--- src/hw/rtl/nearest_neighbor_resize_defines.svh ---
// Assertion macros used by the resize block's command queue (nnr_fifo.sv)
`ifndef NEAREST_NEIGHBOR_RESIZE_DEFINES_SVH
`define NEAREST_NEIGHBOR_RESIZE_DEFINES_SVH

// same-cycle implication, clocked on clk_i, off while rst_ni is low
`define NNR_ASSERT_IMP(lbl, ante, cons, msg) \
  lbl: assert property (@(posedge clk_i) disable iff (!rst_ni) (ante) |-> (cons)) \
    else $error(msg);

// next-cycle implication, clocked on clk_i, off while rst_ni is low
`define NNR_ASSERT_NXT(lbl, ante, cons, msg) \
  lbl: assert property (@(posedge clk_i) disable iff (!rst_ni) (ante) |=> (cons)) \
    else $error(msg);

`endif

--- src/hw/rtl/nnr_pkg.sv ---
// Types and constants of the nearest-neighbour resize block
`default_nettype none

package nnr_pkg;

  localparam int unsigned IN_DIM_W   = 9;
  localparam int unsigned OUT_DIM_W  = 12;
  localparam int unsigned RATIO_W    = 24;
  localparam int unsigned FRAC_W     = 16;
  localparam int unsigned TOTAL_W    = 2 * IN_DIM_W;
  localparam int unsigned CFG_IDX_W  = 3;
  localparam int unsigned CFG_DATA_W = RATIO_W;
  localparam int unsigned DIM_MAX    = (1 << IN_DIM_W) - 1;

  localparam int unsigned QUEUE_DEPTH = 2;
  localparam int unsigned QPTR_W      = $clog2(QUEUE_DEPTH);

  localparam logic [CFG_IDX_W-1:0] REG_IN_WIDTH   = 3'd0;
  localparam logic [CFG_IDX_W-1:0] REG_IN_HEIGHT  = 3'd1;
  localparam logic [CFG_IDX_W-1:0] REG_OUT_WIDTH  = 3'd2;
  localparam logic [CFG_IDX_W-1:0] REG_OUT_HEIGHT = 3'd3;
  localparam logic [CFG_IDX_W-1:0] REG_INV_RATIO  = 3'd4;

  localparam logic OP_LOAD = 1'b0;
  localparam logic OP_EMIT = 1'b1;

  typedef enum logic [1:0] {
    CMD_WRITE,
    CMD_READ,
    CMD_EARLY
  } cmd_kind_e;

  typedef struct packed {
    cmd_kind_e kind;
    logic      last;
  } cmd_ctrl_t;

  typedef struct packed {
    logic [IN_DIM_W-1:0]  in_width;
    logic [IN_DIM_W-1:0]  in_height;
    logic [OUT_DIM_W-1:0] out_width;
    logic [OUT_DIM_W-1:0] out_height;
    logic [RATIO_W-1:0]   inv_ratio;
  } cfg_t;

endpackage

`default_nettype wire

--- src/hw/rtl/nnr_fifo.sv ---
// Short command queue between front end and back end
`default_nettype none

`include "nearest_neighbor_resize_defines.svh"

module nnr_fifo #(
  parameter int unsigned ADDR_W     = 16,
  parameter int unsigned PIXEL_BITS = 16
) (
  input  wire logic                  clk_i,
  input  wire logic                  rst_ni,
  input  wire logic                  push_i,
  input  wire nnr_pkg::cmd_ctrl_t    cmd_i,
  input  wire logic [ADDR_W-1:0]     addr_i,
  input  wire logic [PIXEL_BITS-1:0] data_i,
  output logic                       full_o,
  output logic                       empty_o,
  input  wire logic                  pop_i,
  output nnr_pkg::cmd_ctrl_t         cmd_o,
  output logic      [ADDR_W-1:0]     addr_o,
  output logic      [PIXEL_BITS-1:0] data_o
);

  import nnr_pkg::*;

  cmd_ctrl_t             cmd_q  [QUEUE_DEPTH];
  logic [ADDR_W-1:0]     addr_q [QUEUE_DEPTH];
  logic [PIXEL_BITS-1:0] data_q [QUEUE_DEPTH];
  logic [QPTR_W-1:0]     wr_ptr_q, rd_ptr_q;
  logic [QPTR_W:0]       count_q;

  assign full_o  = (count_q == (QPTR_W + 1)'(QUEUE_DEPTH));
  assign empty_o = (count_q == '0);
  assign cmd_o   = cmd_q[rd_ptr_q];
  assign addr_o  = addr_q[rd_ptr_q];
  assign data_o  = data_q[rd_ptr_q];

  always_ff @(posedge clk_i) begin
    if (push_i) begin
      cmd_q[wr_ptr_q]  <= cmd_i;
      addr_q[wr_ptr_q] <= addr_i;
      data_q[wr_ptr_q] <= data_i;
    end
  end

  always_ff @(posedge clk_i or negedge rst_ni) begin
    if (!rst_ni) begin
      wr_ptr_q <= '0;
      rd_ptr_q <= '0;
      count_q  <= '0;
    end else begin
      if (push_i) begin
        wr_ptr_q <= wr_ptr_q + 1'b1;
      end
      if (pop_i) begin
        rd_ptr_q <= rd_ptr_q + 1'b1;
      end
      if (push_i && !pop_i) begin
        count_q <= count_q + 1'b1;
      end else if (pop_i && !push_i) begin
        count_q <= count_q - 1'b1;
      end
    end
  end

  `NNR_ASSERT_IMP(a_no_overflow, push_i, !full_o, "command pushed into full queue")
  `NNR_ASSERT_IMP(a_no_underflow, pop_i, !empty_o, "command popped from empty queue")
  `NNR_ASSERT_NXT(a_count_up, push_i && !pop_i, count_q == $past(count_q) + 1'b1, "queue count lost a word")

endmodule

`default_nettype wire

--- config.mk ---
export PLATFORM = sky130hd
export DESIGN_NAME = nnr_fifo
export DESIGN_NICKNAME = d
export VERILOG_FILES = /design/src/hw/rtl/nnr_pkg.sv /design/src/hw/rtl/nnr_fifo.sv
export VERILOG_INCLUDE_DIRS = /design/src /design/src/hw/rtl
export SDC_FILE = /design/constraint.sdc
export NUM_CORES = 1
export LEC_CHECK = 0
export ABC_CLOCK_PERIOD_IN_PS = 6540
export BUFFER_PORTS_ARGS = -buffer_cell sky130_fd_sc_hd__buf_2
export CORE_MARGIN = 1
export CORE_UTILIZATION = 56
export DETAILED_ROUTE_END_ITERATION = 10
export GPL_ROUTABILITY_DRIVEN = 0
export PLACE_DENSITY = 0.89
export SLEW_MARGIN = 20
export SYNTH_ARGS = -nofsm -noshare
export SYNTH_HDL_FRONTEND = slang
export SYNTH_SLANG_ARGS = --single-unit
export TNS_END_PERCENT = 20
--- constraint.sdc ---
create_clock -name clk_i -period 6.54 [get_ports clk_i]
set_input_delay 1.308 -clock clk_i [delete_from_list [all_inputs] [get_ports clk_i]]
set_output_delay 1.308 -clock clk_i [all_outputs]
set_load 0.1 [all_outputs]
* After elaboration in Yosys (flattened, before gate mapping)
Memories as Yosys holds them, arrays and structs flattened.
Index checks and enable logic that the tools add are counted.
** Cells by class
- $add $sub $neg :: 4
- Multiply operators :: 0
- Div/mod/pow operators :: 0
- Order comparisons :: 0
- Equality and inequality tests :: 1
- Shift operators :: 0
- Multiplexer cells :: 4
- Bitwise gates (word level) :: 0
- Reduce and logical (&&, ||, !) cells :: 6
** Operator list (count)
- $mux W2 :: 2
- $add A1 B1 Y1 const B :: 2
- $add A2 B1 Y2 const B :: 1
- $eq A2 B2 Y1 const B :: 1
- $logic_and A1 B1 Y1 :: 2
- $logic_not A1 Y1 :: 2
- $logic_not A2 Y1 :: 1
- $mux W1 :: 2
- $reduce_bool A2 Y1 :: 1
- $sub A2 B1 Y2 const B :: 1
** Storage, ports and cells
- Bits in registers :: 4
- Bits in latches :: 0
- RAM bits :: 70
- Memory bits (read-only) :: 0
- Input port bits :: 39
- Output and inout port bits :: 37
- Memories :: 3
** Memories
- addr_q :: depth 2, width 16, rd ports 1, clocked after Yosys merged registers in 0, wr ports 1, line nnr_fifo.sv:27 : logic [ADDR_W-1:0] addr_q [QUEUE_DEPTH];
- data_q :: depth 2, width 16, rd ports 1, clocked after Yosys merged registers in 0, wr ports 1, line nnr_fifo.sv:28 : logic [PIXEL_BITS-1:0] data_q [QUEUE_DEPTH];
- cmd_q :: depth 2, width 3, rd ports 1, clocked after Yosys merged registers in 0, wr ports 1, line nnr_fifo.sv:26 : cmd_ctrl_t cmd_q [QUEUE_DEPTH];

* Longest topological paths before layout
- Depth in word-level cells :: 4
- Depth in mapped cells :: 5
- Depth with buffers taken out :: 5

* Worst setup path before layout
OpenSTA, ideal clock, no wires.
- Kind :: input-to-reg
- Start point :: input port push_i
- End point :: memory addr_q[0][0] (enable)
- Arrival time :: 2884 ps
- Data required time :: 6109 ps
- Path slack :: 3225 ps
- Stages :: 1
- Cells stage by stage :: nor2b_1
** On the way
- Word-level cells in the longest chain between the ends :: 2
** Ends and longest elaborated chain
- start, declared :: line nnr_fifo.sv:12 : input wire logic push_i,
- $mux W1 :: line nnr_fifo.sv:39 : if (push_i) begin
- $mux W1 (implied by the code) :: line nnr_fifo.sv:41 : addr_q[wr_ptr_q] <= addr_i;
- end, declared :: line nnr_fifo.sv:27
Every way passes these cells.

* Worst setup path in the final report
- Start point :: register rd_ptr_q
- End point :: output port addr_o[11]
** On the way
- Word-level cells in the longest chain between the ends :: 1
** Ends and longest elaborated chain
- start, declared :: line nnr_fifo.sv:29 : logic [QPTR_W-1:0] wr_ptr_q, rd_ptr_q;
- start signal, assigned :: line nnr_fifo.sv:56 : rd_ptr_q <= rd_ptr_q + 1'b1;
- $mem_v2 Z2 W16
- end, declared :: line nnr_fifo.sv:20 : output logic [ADDR_W-1:0] addr_o,
Every way passes these cells.

==> impl_results.md <==
- Area leader, netlist: edfxtp_1
- Synthesized area per cell: 22.90 um2
- HP Class: reg2reg
- Chip height: 73.50 um
- Status: finished clean
- Post-CTS Hold Fix Bufs: 0
- All-Layer GR Usage: between 10% and 20%
- First-pass GRT wire length: 6368 um
- Vias/cell: around 4.8
- Post-synth top area share: 73.43%
- N_diodes: 0
- RSZ-0062 raised after global routing: no
- WP data required: between 5 and 6 ns
- I/O Pins: 76
- GRT overflow: 0
- Startpoint types: flip-flop
- CP arrival: about 2.1 ns
- Syn Nets: 165
- Clk Latency, worst-skew pair: between 0.3 and 0.4 ns
- Library cells used by synthesis: 13
- Num rows: 25
- CTS Buf Count: 9
- Clk pin slew, worst setup/hold paths: 0.07 ns
- Final hold slack: 0.5171 ns
- Syn. warnings: 0
- P&R area growth vs syn: 20.02%
- Remaining antenna violation count: 0
- Maxcap violations: 0
- Mapped Area: 2863 um2
- Starting Density: 59.43%
- Worst-margin pin slew: about 1.1 ns
- Final Skew: 0.005354 ns
- Max Clock Freq: slightly below 300 MHz
- Layout cells sized above 1: approximately three fifths
- Fill count: 321
- Clock buffer depth: 2
- Drt drc: 0
- Setup TNS: 0 ns
- Slew Viols, Final: 0
- H-tree depth: 3
- Worst setup EP type: output port
- Die area: 5402 um2
- Clock Root Buffer: clkbuf_8
- Die extent in x: 73.50 um
- Drt wl/cell: 14.87 um
- Worst Setup Path Type: reg2out
- Post-CTS Setup Repair Bufs: 0
- Vias in the first global route: 1333
- Routed Wire Length: ~4100 um
- Core area: a little under 5000 um2
- Largest net degree at the start of global routing: 37
- Top cells by area, synth: edfxtp_1 73%, mux2_4 15%, dfrtp_1 3.5%
- Slew Limit Headroom: 29.73%
- Sequential area share after synthesis: 76.92%
- Nets: 247
- Top fanout value on the critical path: 36
- TritonCTS Sinks: 74
- Final Cycle Share: 52.61%
- CTS tree: yes
- 1st-pass router iterations: 4
- Final setup fails: 0
- Final hold vios: 0
- Buffers added on ports: 75
- Vias: between 1000 and 1500
- Min Tclk post-route: 3.441 ns
- Initial DRC count: 75
- Post-cts resize count: 0
- Syn Inst Count: between 100 and 150
- Synthesis-stage register bit count: 74
- Initial antenna violation count: 0
- Post-DP HPWL: 2717 um
[flip-flops by register name, indices dropped and copies added (netlist names)]
register  flops
wr_ptr_q      1
cmd_q         6
rd_ptr_q      1
count_q       2
addr_q       32
data_q       32
[cells in the mapped netlist]
master and n:
buf_6 1, buf_12 3, mux2_2 6, nor2_1 2
xor2_1 4, edfxtp_1 70, inv_1 1, nor2b_1 2
ha_1 1, and2_1 1, mux2_4 29, dfrtp_1 4
xnor2_1 1
[area by class of cell]
type	count	area, um2	share of cell area [%]
timing repair buffer	75	375.4	10.92
multi-input combinational	46	594.3	17.30
clock inverter	4	43.79	1.275
sequential	74	2203	64.13
inverter	1	3.754	0.1092
tap	67	83.83	2.440
clock buffer	11	131.4	3.824
[worst max-delay path, cell delays in order, from the launching register on]
cell,delay (ns)
dfrtp_2,1.05
mux2_4,0.30
buf_2,0.42
[placed cells by master (no fill, tap or decap)]
cell	count
dfrtp_1	3
nor2_1	2
nor2b_1	1
nor2b_4	1
mux2_4	29
mux2_2	6
inv_1	1
clkbuf_8	9
edfxtp_1	70
xnor2_1	1
clkbuf_1	2
ha_1	1
xor2_1	4
clkinv_1	1
bufinv_16	1
dfrtp_2	1
and2_2	1
buf_2	75
clkinv_2	2
[stage by stage]
step                worst slack, ns  cell area, um2  instances  util (%)
CTS                           3.066            3436        278     71.32
finish                        3.099            3436        278     71.32
floorplan                     3.225            2863        125         -
global route                  2.999            3436        278     71.32
detailed placement            3.424            3261        263     67.69
global placement              3.410            3261        263     67.69
[layer usage]
| layer | vias up | share of wire, % | wire length (um) | track usage (%) |
|---|---|---|---|---|
| li1 | 647 | - | - | - |
| met1 | 646 | 40 | 1637 | 19.96 |
| met2 | 44 | 53 | 2192 | 27.73 |
| met3 | 11 | 5.2 | 216 | 4.801 |
| met4 | 0 | 2.2 | 89 | 9.615 |
| met5 | - | 0 | 0 | 0 |
[final timing paths]
| check | from | to | slack, ns | cells after the start |
|---|---|---|---|---|
| setup / recovery | rd_ptr_q | addr_o[11] | 3.10 | 2 |
| hold / removal | count_q[1] | count_q[1] | 0.52 | 1 |
| setup reg to reg | wr_ptr_q | data_q[0][13] | 4.92 | 1 |
| hold reg to reg | count_q[1] | count_q[1] | 0.52 | 1 |
| max in group asynchronous | rst_ni | rd_ptr_q | 5.64 | 1 |
| min in group asynchronous | rst_ni | count_q[0] | 0.77 | 1 |
[logic make-up after synthesis]
family	share of synthesized area, %
muxes	17.57
buffers and inverters	2.622
adders and majority gates	0.4370
DFF	76.92
and+or+nand+nor	0.9180
xor gates and xnor gates	1.530
Power is not shown: default switching activity piles up to over one toggle a cycle in this logic, so the estimate is an artifact.
