File: config.mk
export PLATFORM = sky130hd
export DESIGN_NAME = nnr_front
export DESIGN_NICKNAME = d
export VERILOG_FILES = /design/src/hw/rtl/nearest_neighbor_resize_defines.svh /design/src/hw/rtl/nnr_pkg.sv /design/src/hw/rtl/nnr_front.sv
export SDC_FILE = /design/constraint.sdc
export NUM_CORES = 1
export LEC_CHECK = 0
export ABC_CLOCK_PERIOD_IN_PS = 27100
export BUFFER_PORTS_ARGS = -buffer_cell sky130_fd_sc_hd__buf_2
export CAP_MARGIN = 20
export CORE_ASPECT_RATIO = 2
export CORE_MARGIN = 2
export CORE_UTILIZATION = 65
export DETAILED_ROUTE_END_ITERATION = 10
export GPL_ROUTABILITY_DRIVEN = 0
export PLACE_DENSITY = 0.88
export REMOVE_ABC_BUFFERS = 1
export SETUP_SLACK_MARGIN = 0.3
export SLEW_MARGIN = 20
export SYNTH_ARGS = -nofsm -noshare
export SYNTH_HDL_FRONTEND = slang
export SYNTH_SLANG_ARGS = --single-unit
File: constraint.sdc
create_clock -name clk_i -period 27.1 [get_ports clk_i]
set_clock_uncertainty 0.1 [all_clocks]
set_input_delay 4.065 -clock clk_i [delete_from_list [all_inputs] [get_ports clk_i]]
set_output_delay 4.065 -clock clk_i [all_outputs]
set_load 0.005 [all_outputs]
File: src/hw/rtl/nearest_neighbor_resize_defines.svh
// Assertion macros used by the resize block's command queue (nnr_fifo.sv)
`ifndef NEAREST_NEIGHBOR_RESIZE_DEFINES_SVH
`define NEAREST_NEIGHBOR_RESIZE_DEFINES_SVH

// same-cycle implication, clocked on clk_i, off while rst_ni is low
`define NNR_ASSERT_IMP(lbl, ante, cons, msg) \
  lbl: assert property (@(posedge clk_i) disable iff (!rst_ni) (ante) |-> (cons)) \
    else $error(msg);

// next-cycle implication, clocked on clk_i, off while rst_ni is low
`define NNR_ASSERT_NXT(lbl, ante, cons, msg) \
  lbl: assert property (@(posedge clk_i) disable iff (!rst_ni) (ante) |=> (cons)) \
    else $error(msg);

`endif

File: src/hw/rtl/nnr_pkg.sv
// Types and constants of the nearest-neighbour resize block
`default_nettype none

package nnr_pkg;

  localparam int unsigned IN_DIM_W   = 9;
  localparam int unsigned OUT_DIM_W  = 12;
  localparam int unsigned RATIO_W    = 24;
  localparam int unsigned FRAC_W     = 16;
  localparam int unsigned TOTAL_W    = 2 * IN_DIM_W;
  localparam int unsigned CFG_IDX_W  = 3;
  localparam int unsigned CFG_DATA_W = RATIO_W;
  localparam int unsigned DIM_MAX    = (1 << IN_DIM_W) - 1;

  localparam int unsigned QUEUE_DEPTH = 2;
  localparam int unsigned QPTR_W      = $clog2(QUEUE_DEPTH);

  localparam logic [CFG_IDX_W-1:0] REG_IN_WIDTH   = 3'd0;
  localparam logic [CFG_IDX_W-1:0] REG_IN_HEIGHT  = 3'd1;
  localparam logic [CFG_IDX_W-1:0] REG_OUT_WIDTH  = 3'd2;
  localparam logic [CFG_IDX_W-1:0] REG_OUT_HEIGHT = 3'd3;
  localparam logic [CFG_IDX_W-1:0] REG_INV_RATIO  = 3'd4;

  localparam logic OP_LOAD = 1'b0;
  localparam logic OP_EMIT = 1'b1;

  typedef enum logic [1:0] {
    CMD_WRITE,
    CMD_READ,
    CMD_EARLY
  } cmd_kind_e;

  typedef struct packed {
    cmd_kind_e kind;
    logic      last;
  } cmd_ctrl_t;

  typedef struct packed {
    logic [IN_DIM_W-1:0]  in_width;
    logic [IN_DIM_W-1:0]  in_height;
    logic [OUT_DIM_W-1:0] out_width;
    logic [OUT_DIM_W-1:0] out_height;
    logic [RATIO_W-1:0]   inv_ratio;
  } cfg_t;

endpackage

`default_nettype wire

File: src/hw/rtl/nnr_front.sv
// Front end: takes words, tracks load and output positions, builds store commands
`default_nettype none

module nnr_front #(
  parameter int unsigned MAX_WIDTH  = 256,
  parameter int unsigned MAX_HEIGHT = 256,
  parameter int unsigned PIXEL_BITS = 16,
  localparam int unsigned DEPTH  = MAX_WIDTH * MAX_HEIGHT,
  localparam int unsigned ADDR_W = (DEPTH > 1) ? $clog2(DEPTH) : 1
) (
  input  wire logic                  clk_i,
  input  wire logic                  rst_ni,
  input  wire nnr_pkg::cfg_t         cfg_i,
  input  wire logic                  start_i,
  input  wire logic                  op_i,
  input  wire logic [PIXEL_BITS-1:0] pixel_in_i,
  output logic                       busy_o,
  input  wire logic                  q_full_i,
  output logic                       push_o,
  output nnr_pkg::cmd_ctrl_t         cmd_o,
  output logic      [ADDR_W-1:0]     addr_o,
  output logic      [PIXEL_BITS-1:0] data_o
);

  import nnr_pkg::*;

  localparam int unsigned PTR_W   = (ADDR_W + 1 > TOTAL_W) ? ADDR_W + 1 : TOTAL_W;
  localparam int unsigned PROD_W  = OUT_DIM_W + RATIO_W;
  localparam int unsigned COORD_W = PROD_W - FRAC_W;

  localparam logic [IN_DIM_W-1:0] W_TOP =
    (MAX_WIDTH > DIM_MAX) ? IN_DIM_W'(DIM_MAX) : IN_DIM_W'(MAX_WIDTH);
  localparam logic [IN_DIM_W-1:0] H_TOP =
    (MAX_HEIGHT > DIM_MAX) ? IN_DIM_W'(DIM_MAX) : IN_DIM_W'(MAX_HEIGHT);
  localparam logic [PTR_W-1:0] DEPTH_P = PTR_W'(DEPTH);

  localparam logic [1:0] S_IDLE = 2'd0;
  localparam logic [1:0] S_ROW  = 2'd1;
  localparam logic [1:0] S_COL  = 2'd2;
  localparam logic [1:0] S_ADDR = 2'd3;

  logic [1:0]           state_q, state_d;
  logic [PTR_W-1:0]     ptr_q, ptr_d;
  logic [OUT_DIM_W-1:0] row_q, row_d;
  logic [OUT_DIM_W-1:0] col_q, col_d;
  logic [IN_DIM_W-1:0]  src_row_q, src_row_d;
  logic [IN_DIM_W-1:0]  src_col_q, src_col_d;

  logic [IN_DIM_W-1:0]  w, h, lim, lim_m1, coord_cl;
  logic [OUT_DIM_W-1:0] ow, oh, pos;
  logic [TOTAL_W-1:0]   total;
  logic [PTR_W-1:0]     total_x, addr_full;
  logic [PROD_W-1:0]    prod;
  logic [COORD_W-1:0]   coord;
  logic                 accept, can_load, frame_ready, row_end, is_last;

  // sizes with out-of-range values saturated
  always_comb begin
    priority if (cfg_i.in_width == '0) begin
      w = IN_DIM_W'(1);
    end else if (cfg_i.in_width > W_TOP) begin
      w = W_TOP;
    end else begin
      w = cfg_i.in_width;
    end
    priority if (cfg_i.in_height == '0) begin
      h = IN_DIM_W'(1);
    end else if (cfg_i.in_height > H_TOP) begin
      h = H_TOP;
    end else begin
      h = cfg_i.in_height;
    end
  end

  assign ow = (cfg_i.out_width == '0) ? OUT_DIM_W'(1) : cfg_i.out_width;
  assign oh = (cfg_i.out_height == '0) ? OUT_DIM_W'(1) : cfg_i.out_height;

  assign total       = TOTAL_W'(w) * TOTAL_W'(h);
  assign total_x     = PTR_W'(total);
  assign can_load    = (ptr_q < total_x) && (ptr_q < DEPTH_P);
  assign frame_ready = (ptr_q >= total_x);

  assign row_end = ({1'b0, col_q} + 1'b1) >= {1'b0, ow};
  assign is_last = row_end && (({1'b0, row_q} + 1'b1) >= {1'b0, oh});

  // shared coordinate multiplier: row pass, then column pass
  assign pos      = (state_q == S_ROW) ? row_q : col_q;
  assign lim      = (state_q == S_ROW) ? h : w;
  assign lim_m1   = lim - 1'b1;
  assign prod     = PROD_W'(pos) * PROD_W'(cfg_i.inv_ratio);
  assign coord    = prod[PROD_W-1:FRAC_W];
  assign coord_cl = (coord > COORD_W'(lim_m1)) ? lim_m1 : coord[IN_DIM_W-1:0];

  assign addr_full = PTR_W'(TOTAL_W'(src_row_q) * TOTAL_W'(w)) + PTR_W'(src_col_q);

  assign busy_o = (state_q != S_IDLE) || q_full_i;
  assign accept = start_i && !busy_o;

  always_comb begin
    state_d    = state_q;
    ptr_d      = ptr_q;
    row_d      = row_q;
    col_d      = col_q;
    src_row_d  = src_row_q;
    src_col_d  = src_col_q;
    push_o     = 1'b0;
    cmd_o.kind = CMD_WRITE;
    cmd_o.last = 1'b0;
    addr_o     = ptr_q[ADDR_W-1:0];
    data_o     = pixel_in_i;
    unique case (state_q)
      S_IDLE: begin
        if (accept) begin
          if (op_i == OP_LOAD) begin
            if (can_load) begin
              push_o = 1'b1;
              ptr_d  = ptr_q + 1'b1;
            end
          end else if (!frame_ready) begin
            push_o     = 1'b1;
            cmd_o.kind = CMD_EARLY;
          end else begin
            state_d = S_ROW;
          end
        end
      end
      S_ROW: begin
        src_row_d = coord_cl;
        state_d   = S_COL;
      end
      S_COL: begin
        src_col_d = coord_cl;
        state_d   = S_ADDR;
      end
      S_ADDR: begin
        addr_o     = addr_full[ADDR_W-1:0];
        cmd_o.kind = CMD_READ;
        cmd_o.last = is_last;
        if (!q_full_i) begin
          push_o  = 1'b1;
          state_d = S_IDLE;
          if (is_last) begin
            ptr_d = '0;
            row_d = '0;
            col_d = '0;
          end else if (row_end) begin
            col_d = '0;
            row_d = row_q + 1'b1;
          end else begin
            col_d = col_q + 1'b1;
          end
        end
      end
      default: begin
        state_d = S_IDLE;
      end
    endcase
  end

  always_ff @(posedge clk_i or negedge rst_ni) begin
    if (!rst_ni) begin
      state_q <= S_IDLE;
      ptr_q   <= '0;
      row_q   <= '0;
      col_q   <= '0;
    end else begin
      state_q <= state_d;
      ptr_q   <= ptr_d;
      row_q   <= row_d;
      col_q   <= col_d;
    end
  end

  always_ff @(posedge clk_i) begin
    src_row_q <= src_row_d;
    src_col_q <= src_col_d;
  end

endmodule

`default_nettype wire

Word-level counts from Yosys, hierarchy flattened
Cells that the tools add are included.

storage, ports and cells
  word-level logic and storage cells = 88
  output and inout port bits = 37
  register bits = 62
  input port bits = 87

operators by class
  multiply operators = 3
  equal/unequal tests = 10
  $lt $le $gt $ge = 8
  bitwise gates (word level) = 1
  add/sub/neg operators = 7
  mux-type cells = 36
  reductions and logical operators = 17

operator list
  kind                   number
  $mux 18                5
  $mux 12                7
  $mux 9                 6
  $mul 12x24->36         1
  $pmux 18 s2            1
  $add 12x1->13 const B  2
  $ge 13x12->1           2
  $add 12x1->12 const B  2
  $logic_not 12->1       2
  $gt 20x9->1            1
  $add 18x1->18 const B  1
  $ge 18x18->1           1
  $gt 9x9->1 const B     2
  $logic_not 9->1        2
  $lt 18x17->1 const B   1
  $lt 18x18->1           1
  $mul 9x9->18           1
  $add 16x9->16          1
  $mul 9x9->16           1
  $mux 16                1
  $mux 2                 7
  $ne 2x2->1 const B     7
  $sub 9x1->9 const B    1
  $pmux 2 s4             1
  other kinds (15)       25

Longest topological paths before layout
Gate-level depths: netlist of run 1.

  depth in word-level cells = 10
  gate-level depth with buffers = 40
  gate-level depth less buffers = 35

Worst setup path before layout of run 1
OpenSTA, ideal clock, no wires.

  kind = input to output
  start = in cfg_i[65] in the netlist's numbering
  end = out push_o
  stages on the path = 30
  data required time = 22935 ps
  arrival = 10207 ps
  setup slack = 12728 ps
  buffers on the path = 3
  path through = clkbuf_1 clkbuf_1 nor2b_1 clkbuf_1 nand2_1 fa_1 inv_1 fa_1 inv_1 fa_1 fa_1 inv_1 ha_1 a21oi_1 o21bai_1 a21oi_1 o21bai_1 a21oi_1 o21bai_1 a2111oi_0 nor3_1 xnor2_1 ha_1 a21o_1 a21oi_1 o21ai_0 nor4_1 nand2_1 a21o_1 a21oi_1

between the ends
  word-level cells in the longest chain between the ends = 10
  elaborated cells on any way between the ends = 13
  those cells by class = mul: 1; order compare: 3; mux: 7; reduce/logical: 2

ends and longest elaborated chain
  element             line              text
  start: declaration  nnr_front.sv:13   input wire nnr_pkg::cfg_t cfg_i,
  $gt 9x9->1          nnr_front.sv:61   end else if (cfg_i.in_width > W_TOP) begin
  $mux 9              nnr_front.sv:61
  $mux 9 (*)          nnr_front.sv:59   priority if (cfg_i.in_width == '0) begin
  $mul 9x9->18 (*)    nnr_front.sv:78   assign total = TOTAL_W'(w) * TOTAL_W'(h);
  $lt 18x18->1        nnr_front.sv:80   assign can_load = (ptr_q < total_x) && (ptr_q < DEPTH_P);
  $logic_and 1x1->1   nnr_front.sv:80
  $mux 1              nnr_front.sv:115  if (can_load) begin
  $mux 1 (*)          nnr_front.sv:114  if (op_i == OP_LOAD) begin
  $mux 1 (*)          nnr_front.sv:113  if (accept) begin
  $pmux 1 s2 (*)      nnr_front.sv:111  unique case (state_q)
  end: declaration    nnr_front.sv:19   output logic push_o,

Every way passes the cells marked *; elsewhere a longest branch is shown, timed or not.

Final worst setup path of run 1
  start = in cfg_i[54] in the netlist's numbering
  end = out push_o

between the ends
  word-level cells in the longest chain between the ends = 10
  elaborated cells on any way between the ends = 13
  those cells by class = mul: 1; order compare: 3; mux: 7; reduce/logical: 2

ends and longest elaborated chain
  element            line              text
  $gt 9x9->1         nnr_front.sv:68   end else if (cfg_i.in_height > H_TOP) begin
  $mux 9             nnr_front.sv:68
  $mux 9 (*)         nnr_front.sv:66   priority if (cfg_i.in_height == '0) begin
  $mul 9x9->18 (*)   nnr_front.sv:78
  $lt 18x18->1       nnr_front.sv:80
  $logic_and 1x1->1  nnr_front.sv:80
  $mux 1             nnr_front.sv:115
  $mux 1 (*)         nnr_front.sv:114
  $mux 1 (*)         nnr_front.sv:113
  $pmux 1 s2 (*)     nnr_front.sv:111

Marked as above.

==> results summary, run 1 <==
The flow ran to the end, and the final reports show no timing, DRC or antenna violations. The count of pins over their slew limit is 0. The slowest stage of the critical path belongs to the cell fa_1. The number of nets in the layout came out at 2920. Setup slack on the critical path of the routed design comes to 10950 ps.

In the post-synthesis netlist, the biggest area contributors are fa_1, ha_1, inv_1. The top flip-flop cell by instance count after synthesis is dfrtp_1. The most area-hungry cell type in the Yosys netlist is fa_1. The final HPWL from detailed placement is 43.4 mm. During synthesis, Yosys emitted a total of 0 warnings. The global-route usage over all layers came out at 35.7%. The setup slack after placement is 11270 ps. TritonCTS built the clock tree. In this run, distinct cell masters in the synthesized netlist total 65. The maximum vdd drop came out at 0.0715 mV. The most common cell in the synthesized netlist is inv_1.

The slew at the pin closest to its max-slew limit is 1040 ps. Detailed routing inserted a total of 16557 vias. Compared with the post-synthesis result, the final layout area differs by 4.11%.

The die covers 0.0312 mm². CTS placed an instance of clkbuf_16 at the clock tree root. Counting flops with an async set or reset pin after synthesis yields a share of 71.0%. The register bit total from synthesis came out at 62. The critical path contains buffers and inverters numbering 5 combined. For the final routed database, the setup TNS stands at 0 ps. The number of I/O port buffers came out at 91.

The instance count of the mapped netlist is 2302. Cells fill 68.5% of the core in the end. The number of setup buffers added after CTS is 0. Dividing the detail-routed wire length by the instance count gives 20.1 µm. The number of antenna violations at the first check in global routing came to 0. Entering global routing, the biggest net connects 46 pins. The number of remaining DRC errors is 0. The hold violation count in the final report was 0. In this run the cell area of the synthesized design comes to 0.0193 mm². In this run the worst path has a maximum fanout of 9. Setup repair after global routing left no endpoint under its margin. The final cycle utilization of the critical path came out at 59.6%. The static leakage came out at 10.8 nW. The worst slew margin relative to its limit is 30.1%. The overall die width came out at 126 µm. The first global-routing pass estimated 88.5 mm of wire. The number of clock buffers added by TritonCTS is 9. The maximum number of buffers from clock root to sink is 2. The via count of the first global-routing pass is 18408.

The number of fill cells came out at 2222. The highest attainable clock frequency is 61.9 MHz. The worst hold-check path type is reg -> reg. The total routed wirelength came out at 53.7 mm. The effective utilization at floorplan came out at 65.8%. The number of antenna repair diodes is 0. In this run the vertical extent of the chip is 248 µm. The total overflow left after global routing is 0. For this run, the slowest stage of the critical path takes 580 ps. CTS built an H-tree with a depth of 3. During I/O placement, the number of pins put on the boundary was 124. The clock slew seen by the registers of the worst setup and hold paths came out at 60 ps. The placeable core area came out at 0.0294 mm². Dividing the synthesized area by the synthesized cell count gives 8.40 µm². Post-CTS repair changed the size of 0 cells. STA classifies the critical path startpoint as an input pin.

The max-cap violation count is 0. The most used cell along the critical path is a21oi_1. For this run, the detailed router's first-pass iteration total came to 6. Setup violations remaining at the end of the flow were counted as 0. The cell family contributing the most delay on the critical path is compound AO/OA/AOI/OAI gates. The number of enable flip-flop cells after synthesis came out at 18.

The post-layout minimum cycle time came out at 16150 ps. Data on the critical path is required at its endpoint by 22930 ps. In this run the remaining antenna-violating nets after routing total 0. The worst setup path is of the in -> out kind.

Of the cells placed in the final design, the portion with a size suffix greater than 1 is 6.95%. The area share of the largest cell type after synthesis came out at 33.4%. The first routing iteration left 1128 violations. The clock network latency to the later pin of the worst-skew pair is 340 ps. In the routed layout, each cell is associated on average with a via count of 6.21. The arrival time of data at the critical path endpoint came out at 11990 ps. The quantity of hold-fixing buffers added after cts came out at 0. The total clock sinks is 62.

By count the netlist is led by inv_1, nand2_1, fa_1. The worst hold slack after final layout is 447 ps. The power density over the cells came out at 86.5 mW/mm².

The sequential share of the synthesized area is 8.49%. The total power came out at 0.00174 W. The number of core rows is 89. STA classifies the critical path endpoint as an output pin.
routing by layer:
layer | global-route usage (%) | wire length, µm | share of wire (%) | vias up
li1 | - | - | - | 7166
met3 | 6.21 | 3510 | 6.5 | 387
met1 | 33.3 | 16100 | 30 | 8085
met5 | 0 | 0 | 0 | -
met2 | 65.7 | 28500 | 53 | 919
met4 | 31.3 | 5600 | 10 | 0
cells in the final DEF, fill, tap and decap left out, drive strengths merged, types with 10 or more instances in the layout:
cell type  count
nand2b        20
buf          101
edfxtp        18
and3          19
ha           211
nand2        385
mux2i         11
a21oi         70
nor3          21
and2         136
nor4          13
a211oi        10
nand4         32
dfrtp         44
o21bai        13
nand3         23
mux2          28
xor2          26
nor2          92
o21ai         60
inv          437
clkbuf        11
xnor2         50
nor2b         22
fa           323
a21o          37
registers in the layout, indices dropped and copies added (netlist names):
signal,count
ptr_q,18
state_q,2
src_row_q,9
col_q,12
row_q,12
src_col_q,9
report_power, final:
group	switching [W]	total (W)	leakage [nW]	internal, W
Combinational	0.000854	0.00143	9.87	0.000580
Clock	0.0000420	0.000122	0.150	0.0000800
Sequential	0.0000419	0.000186	0.743	0.000144
final timing paths:
check | from | to | slack [ps] | cells past startpoint
worst min-delay path | row_q[5] | row_q[5] | 450 | 2
min in group asynchronous | rst_ni | row_q[3] | 3620 | 1
worst max-delay path | cfg_i[54] | push_o | 10950 | 32
worst min register to register | row_q[5] | row_q[5] | 450 | 2
worst max register to register | state_q[1] | src_row_q[5] | 16500 | 33
max in group asynchronous | rst_ni | ptr_q[14] | 22860 | 1
worst reg2reg max path: cells and delay by family (launching register included):
kind / cells / cell delay, ps
AOI/OAI and AO/OA: 8 / 1910
adders and majority gates: 8 / 4190
buffers and inverters: 6 / 400
xor gates and xnor gates: 1 / 200
and+or+nand+nor: 8 / 1930
muxes: 2 / 1190
DFF: 1 / 420
per-stage QoR:
step           instances  area (µm²)
6_report            2667       20100
3_3_place_gp        2652       19800
3_5_place_dp        2652       19800
4_1_cts             2667       20100
2_1_floorplan       2187       18800
5_1_grt             2667       20100
cells by family after synthesis:
family                   Yosys count  synth area share, %
AND/OR/NAND/NOR                  787                 19.2
buffers and inverters            552                 11.1
adder cells (fa/ha/maj)          534                 47.1
AO/OA/AOI/OAI                    252                 8.44
XOR/XNOR                          76                 3.44
flip-flops                        62                 8.49
multiplexers                      39                 2.28
cell type report:
cell class / count / area, µm² / area share, %
inverters: 437 / 1640 / 8.15
well taps: 364 / 455 / 2.26
clock buffers: 11 / 233 / 1.16
repair buffers: 101 / 533 / 2.65
clock inverters: 4 / 73.8 / 0.367
flip-flops and latches: 62 / 1640 / 8.15
multi-input cells: 1688 / 15600 / 77.3
Note: power is estimated with default switching activity, not from simulation.
==> inputs of run 2 (changes only) <==
ABC_AREA = 1   (was default)
ABC_CLOCK_PERIOD_IN_PS = 13300   (was 27100)
CORE_UTILIZATION = 58   (was 65)
PLACE_DENSITY = 0.83   (was 0.88)
clock period = 13.3 ns   (was 27.1 ns; I/O delays follow)
==> results summary, run 2 <==
The endpoint identified for the worst register-to-register timing path is src_col_q[6]. The global-route usage over all layers is 34.6%. The post-cts resize count came out at 0. The critical path starts at cfg_i[62]. The startpoint identified for the worst register-to-register timing path is state_q[1]. The wire-length estimate of the detail-placed layout is 50.6 mm. Entering global routing, the biggest net connects 45 pins. The cell family contributing the most delay on the critical path is adder cells. The met2 track demand over resource in global routing came out at 63.2%. The number of remaining DRC errors is 1. The vertical extent of the die is 264 µm. The number of buffers created by CTS came out at 9. The final antenna-violating net count is 0. The number of core rows came out at 95.

The die is 134 µm wide. For this design, the CTS-stage hold fixing added 0 buffers. The effective utilization at floorplan is 58.6%. The arrival time of data at the critical path endpoint came out at 9090 ps. Input and output buffers added on the ports amount to 91.

The library cells used most frequently in the layout, excluding fill and tap cells, are inv_1, nand2_1, fa_1. Along the worst path, the maximum fanout reaches 12. The register with the most flip-flops in the layout has 18 of them.

The first global-routing pass estimated 94.8 mm of wire. After detailed routing, the total wire length is 59.8 mm. The number of H-tree levels is 3. Cells fill 61.7% of the core in the end. STA classifies the critical path endpoint as an output pin. The average wire per standard cell came out at 19.3 µm. The first-pass iteration count of the detailed router is 11. Across all register-to-register paths, the minimum setup slack is 3980 ps. The flow ran to the end, but the final reports show violations. The area share of the largest cell type after synthesis came out at 33.0%. The checks that failed: DRC.

The slowest stage cell on the critical path is fa_1. The number of antenna violations at the first check in global routing came to 0. The root buffer cell chosen for the clock tree is clkbuf_16.

After layout, the minimum clock period comes to 11190 ps. The highest attainable clock frequency came out at 89.4 MHz. The synthesized design contains 62 register bits. The clock network latency to the later pin of the worst-skew pair came out at 330 ps. The number of top-level pins is 124. Together, buffers and inverters on the worst path number 7. Using the TritonRoute via totals, the vias-per-cell ratio works out to 5.83. The number of stages on the worst setup path came out at 36. The sequential share of the synthesized area came out at 8.38%. The max-cap violation count came out at 0. In the synthesized netlist, the number of instances is 2629. The largest registers in the layout are ptr_q (18), col_q (12), row_q (12). Hold is met by 442 ps. The sum of overflow across all layers after global routing is 0. The count of pins over their slew limit is 0. The slew at the pin closest to its max-slew limit is 1070 ps. The via count of the first global-routing pass is 19549.

The count of endpoints failing setup in the final report is 0. The clock drives 62 sinks. The most area-hungry cell type in the Yosys netlist is fa_1. The worst stage delay on the critical path is 540 ps.

The worst setup path is launched from an input pin. The number of setup buffers added after CTS is 0. The summed instance area of the synthesized netlist came out at 0.0196 mm². The area growth from synthesis to layout came out at 5.18%. By area the synthesized netlist is led by fa_1, ha_1, inv_1. The clock tree from TritonCTS is built. The hold violation count in the final report came out at 0.

Setup repair after global routing left no endpoint under its margin. The met1 usage is 30.9%. Setup total negative slack on the finished layout was measured at 0 ps.

The number of nets in the layout came out at 3276. The startpoint-to-endpoint class of the critical path is in -> out. The endpoint required time on the critical path came out at 11200 ps. The post-route netlist has 5.56% of its cells at a drive strength greater than 1. Leaving out fill and tap cells, the most frequent cell in the layout is inv_1.

The capturing instance or port of the critical path is push_o. The number of antenna repair diodes is 0. The proportion of synthesized flip-flops having asynchronous set or reset came out at 71.0%. After clock tree synthesis, the clock-pin slew on the worst setup and hold paths is 60 ps.

The iteration-0 DRC count of the detailed router is 1390. The maximum number of buffers from clock root to sink came out at 2. Across the whole layout, storage elements account for 0.00164 mm². More flip-flops sit in one register than any other, and that register is ptr_q.

The dominant cell by count in the synthesized netlist is inv_1. The unique cell type count in the Yosys netlist is 46. The area of the multi-input gates is 0.0152 mm².

After global routing, the most crowded layer is met2. Measured against its own limit, the worst slew margin works out to 28.2%. The final critical path takes up 84.1% of the cycle. The die covers 0.0353 mm². The placeable core area is 0.0334 mm². The number of enable flip-flop cells after synthesis came out at 18.

The Yosys step of the flow raised 0 warnings. In this run the worst hold path is classified as reg -> reg. The count of cells along the worst register-to-register path is 36.

The number of fill cells is 2834. The commonest cells after synthesis are inv_1, nand2_1, fa_1. The top flip-flop cell by instance count after synthesis is dfrtp_1. Averaged over all synthesized cells, the footprint is 7.45 µm². The met3 track demand over resource came out at 5.53%. The total number of vias came out at 18053.
-- run 2: changes by cell type in the layout (fill, tap and decap cells not counted), sizes merged, moves of 34 or more --
cell / delta
xnor2: -38
a21o: -34
o21ai: +36
and2: -133
nand2: +201
inv: +181
nor2: +177
nand3: +53
-- run 2: tightest hold or removal path, stage by stage (launching register included) --
cell and delay (ps):
dfrtp_1 410, inv_1 60, nor2_1 40
-- run 2: through the flow --
| step | instance area, µm² | worst slack (ps) | cells |
|---|---|---|---|
| after floorplan | 19200 | 3590 | 2543 |
| after global placement | 20300 | 2530 | 3080 |
| after detailed placement | 20300 | 2240 | 3080 |
| after CTS | 20600 | 2230 | 3096 |
| after global routing | 20600 | 1670 | 3096 |
| final | 20600 | 2110 | 3096 |
-- run 2: worst min-delay path by stage --
stage          startpoint         end  cells after the start
6_report        ptr_q[17]   ptr_q[17]                      2
5_1_grt         ptr_q[17]   ptr_q[17]                      2
4_1_cts         ptr_q[17]   ptr_q[17]                      2
3_5_place_dp    ptr_q[17]   ptr_q[17]                      2
3_3_place_gp   state_q[1]  state_q[1]                      2
2_1_floorplan   ptr_q[17]   ptr_q[17]                      2
-- run 2: layout make-up --
cell class	count	area share, %
multi-input cells	1864	74.0
clock inverters	6	0.364
clock buffers	10	1.21
repair buffers	101	2.59
well taps	436	2.65
flip-flops and latches	62	7.97
inverters	617	11.2
-- run 2: kinds of logic after synthesis --
group | Yosys count | synth area share, %
xor+xnor | 68 | 3.04
compound gates | 240 | 6.75
simple gates | 1022 | 21.5
flops | 62 | 8.38
fa+ha+maj | 534 | 46.5
buf+inv | 703 | 13.8
-- run 2: metal layers --
layer  part of all wire (%)  up-vias  wire, µm
met5                      0        -         0
met4                     12        0      7310
met3                    6.1      440      3670
met2                     53     1015     31500
met1                     29     8597     17300
li1                       -     8001         -
Power of run 2 is not shown: default switching activity piles up to over one toggle a cycle in this logic, so the estimate is an artifact.
==> inputs of run 3 (changes only) <==
ABC_AREA = 0   (was 1)
ABC_CLOCK_PERIOD_IN_PS = 11200   (was 13300)
CORE_UTILIZATION = 65   (was 58)
PLACE_DENSITY = 0.88   (was 0.83)
clock period = 11.2 ns   (was 13.3 ns; I/O delays follow)
==> results summary, run 3 (synthesis gave the netlist of run 1 again) <==
The flip-flop count of the largest register after layout came out at 18. The startpoint-to-endpoint class of the critical path is in -> out. The internal power contribution came out at 0.00191 W.

Timing would allow up to 93.9 MHz. Setup repair after global routing left no endpoint under its margin. The number of standard cells in the layout, taps in and fillers out is 2672. The slowest stage of the critical path belongs to the cell fa_1. For the final routed database, the setup TNS stands at 0 ps. The via-per-instance ratio came out at 6.19. The static leakage is 10.8 nW. 0 antenna diodes ended up in the layout. The worst setup path is captured at an output pin. For this run, design rule violations remaining after detail routing come to 0. The worst-case IR drop observed on VDD is 0.150 mV.

The number of core rows is 89. The global-route usage over all layers came out at 36.0%. The critical path runs through a total of 32 cells. The worst setup path is launched from an input pin. The final antenna-violating net count is 0.

The count of endpoints failing setup in the final report is 0. The fraction of power consumed by combinational cells came out at 82.8%. The maximum number of pins on one net before global-route repair came out at 45. The number of top-level pins is 124. The hold violation count in the final report is 0. The number of antenna violations at the first check in global routing is 0. After detailed routing, the total wire length is 54.6 mm.

The core utilization of the finished layout came out at 68.6%. The cell depth of the worst hold path came out at 2. For this configuration, the core starts out at a cell density of 65.8%.

In this run the power spent charging and discharging nets is 0.00223 W. On the critical path the largest part of the delay comes from adder cells. The die is 248 µm tall. The iteration-0 DRC count of the detailed router came out at 1197.

The worst stage delay on the critical path came out at 560 ps. The area growth from synthesis to layout came out at 4.26%. The part of the power in registers came out at 10.9%. Across the run, the number of max-cap violations was 0. TritonCTS created 9 clock buffers. The placeable core area came out at 0.0294 mm². The die footprint came out at 0.0312 mm². After global routing the overflow that remains totals 0.

The largest registers in the layout are ptr_q (18), col_q (12), row_q (12). The tree is rooted in a clkbuf_16. The slew at the pin closest to its max-slew limit is 884 ps. Clock-pin slew was measured on the worst setup and hold paths at 50 ps. The post-layout minimum cycle time came out at 10650 ps. At the later pin of the worst-skew pair, clock insertion delay measures 340 ps. The maximum fanout encountered on the critical timing path is 6.

The worst hold-check path type is reg -> reg. The final HPWL from detailed placement is 43.7 mm. The overall die width is 126 µm. Fill cells in the final layout number 2203.

The final cycle utilization of the critical path came out at 95.1%. TritonCTS built the clock tree. The H-tree was split into 3 levels.

The clock passes through at most 2 buffers. The first global-routing pass estimated 89.1 mm of wire. The first-pass iteration count of the detailed router is 8. The run finished with clean final reports. More flip-flops sit in one register than any other, and that register is ptr_q. Net switching is 53.8% of the power. The power density over the cells came out at 205 mW/mm². In the final design database the tool counted 2924 nets.

Leaving out fill and tap cells, the most frequent cell in the layout is inv_1. Once placement completed, the tool counted placed cells totaling 2656. The via count of the first global-routing pass is 18269.

The fraction of final layout cells with drive strength greater than 1 is 7.58%. The count of cells along the worst register-to-register path is 33. The count of pins over their slew limit came out at 0. The total number of vias is 16533. Data arrives at the worst endpoint at 8870 ps. The worst slew margin relative to its limit is 40.5%. The endpoint required time on the critical path came out at 9420 ps.

Clock tree synthesis found a total of 62 sinks. The number of buffer and inverter stages on the critical path came out at 6. In the layout the commonest cells are inv_1, nand2_1, fa_1. During placement, the flow inserted port buffers numbering 91.

The average wire per standard cell is 20.4 µm. The fraction of power consumed by the clock network came out at 6.3%.
[run 3: cell count changes in the layout (fill, tap and decap cells not counted), sizes merged, moves of 30 or more]
cell and delta:
nand2 -201, inv -180, nor2 -177, and2 +133, nand3 -53, xnor2 +38
o21ai -36, a21o +34, xor2 -30
[run 3: repair_timing]
item | in CTS | in global routing
gates resized for setup | 0 | 9
buffers inserted | 0 | 0
hold buffers | 0 | 0
endpoints found under the setup margin | 0 | 2
[run 3: path summary, 6_finish.rpt]
path,end,startpoint,slack (ps)
worst max-delay path,push_o,cfg_i[54],550
worst min-delay path,row_q[5],row_q[5],410
worst max register to register,src_row_q[1],state_q[1],1390
worst min register to register,row_q[5],row_q[5],410
max in group asynchronous,ptr_q[7],rst_ni,9360
min in group asynchronous,row_q[7],rst_ni,1240
[run 3: worst reg2reg max path: cells and delay by family, from the launching register on]
kind	cells	cell delay, ps
adders and majority gates	8	3700
and+or+nand+nor	8	1760
buffers and inverters	6	390
xor gates and xnor gates	1	220
DFF	1	420
AOI/OAI and AO/OA	8	1840
muxes	2	1140
[run 3: per-stage QoR]
step / hold WS [ps] / worst slack [ps] / total power [W] / instance area [µm²]
floorplan: 355 / 1590 / 0.00287 / 18800
global placement: 390 / 848 / 0.00367 / 19900
detailed placement: 397 / 651 / 0.00380 / 19900
CTS: 410 / 429 / 0.00409 / 20100
global route: 445 / 266 / 0.00454 / 20200
finish: 415 / 551 / 0.00414 / 20200
[run 3: cell type report]
type	count	area (µm²)	area share, %
multi-input cells	1688	15600	77.3
flip-flops and latches	62	1640	8.14
inverters	437	1640	8.13
repair buffers	105	563	2.79
well taps	364	455	2.26
clock buffers	9	225	1.12
clock inverters	7	50.0	0.248
[run 3: power by group through the flow]
| stage | Clock [W] | Combinational, W | Sequential [W] |
|---|---|---|---|
| after detailed placement | 0 | 0.00336 | 0.000445 |
| after floorplan | 0 | 0.00247 | 0.000398 |
| after global placement | 0 | 0.00323 | 0.000440 |
| final | 0.000260 | 0.00343 | 0.000451 |
| after CTS | 0.000258 | 0.00339 | 0.000443 |
| after global routing | 0.000268 | 0.00382 | 0.000453 |
[run 3: routing by layer]
layer | vias up | track usage [%] | routed length [µm]
li1 | 7173 | - | -
met1 | 8078 | 34.9 | 16600
met2 | 901 | 67.4 | 29600
met3 | 381 | 5.73 | 3540
met4 | 0 | 26.8 | 4900
met5 | - | 0 | 0
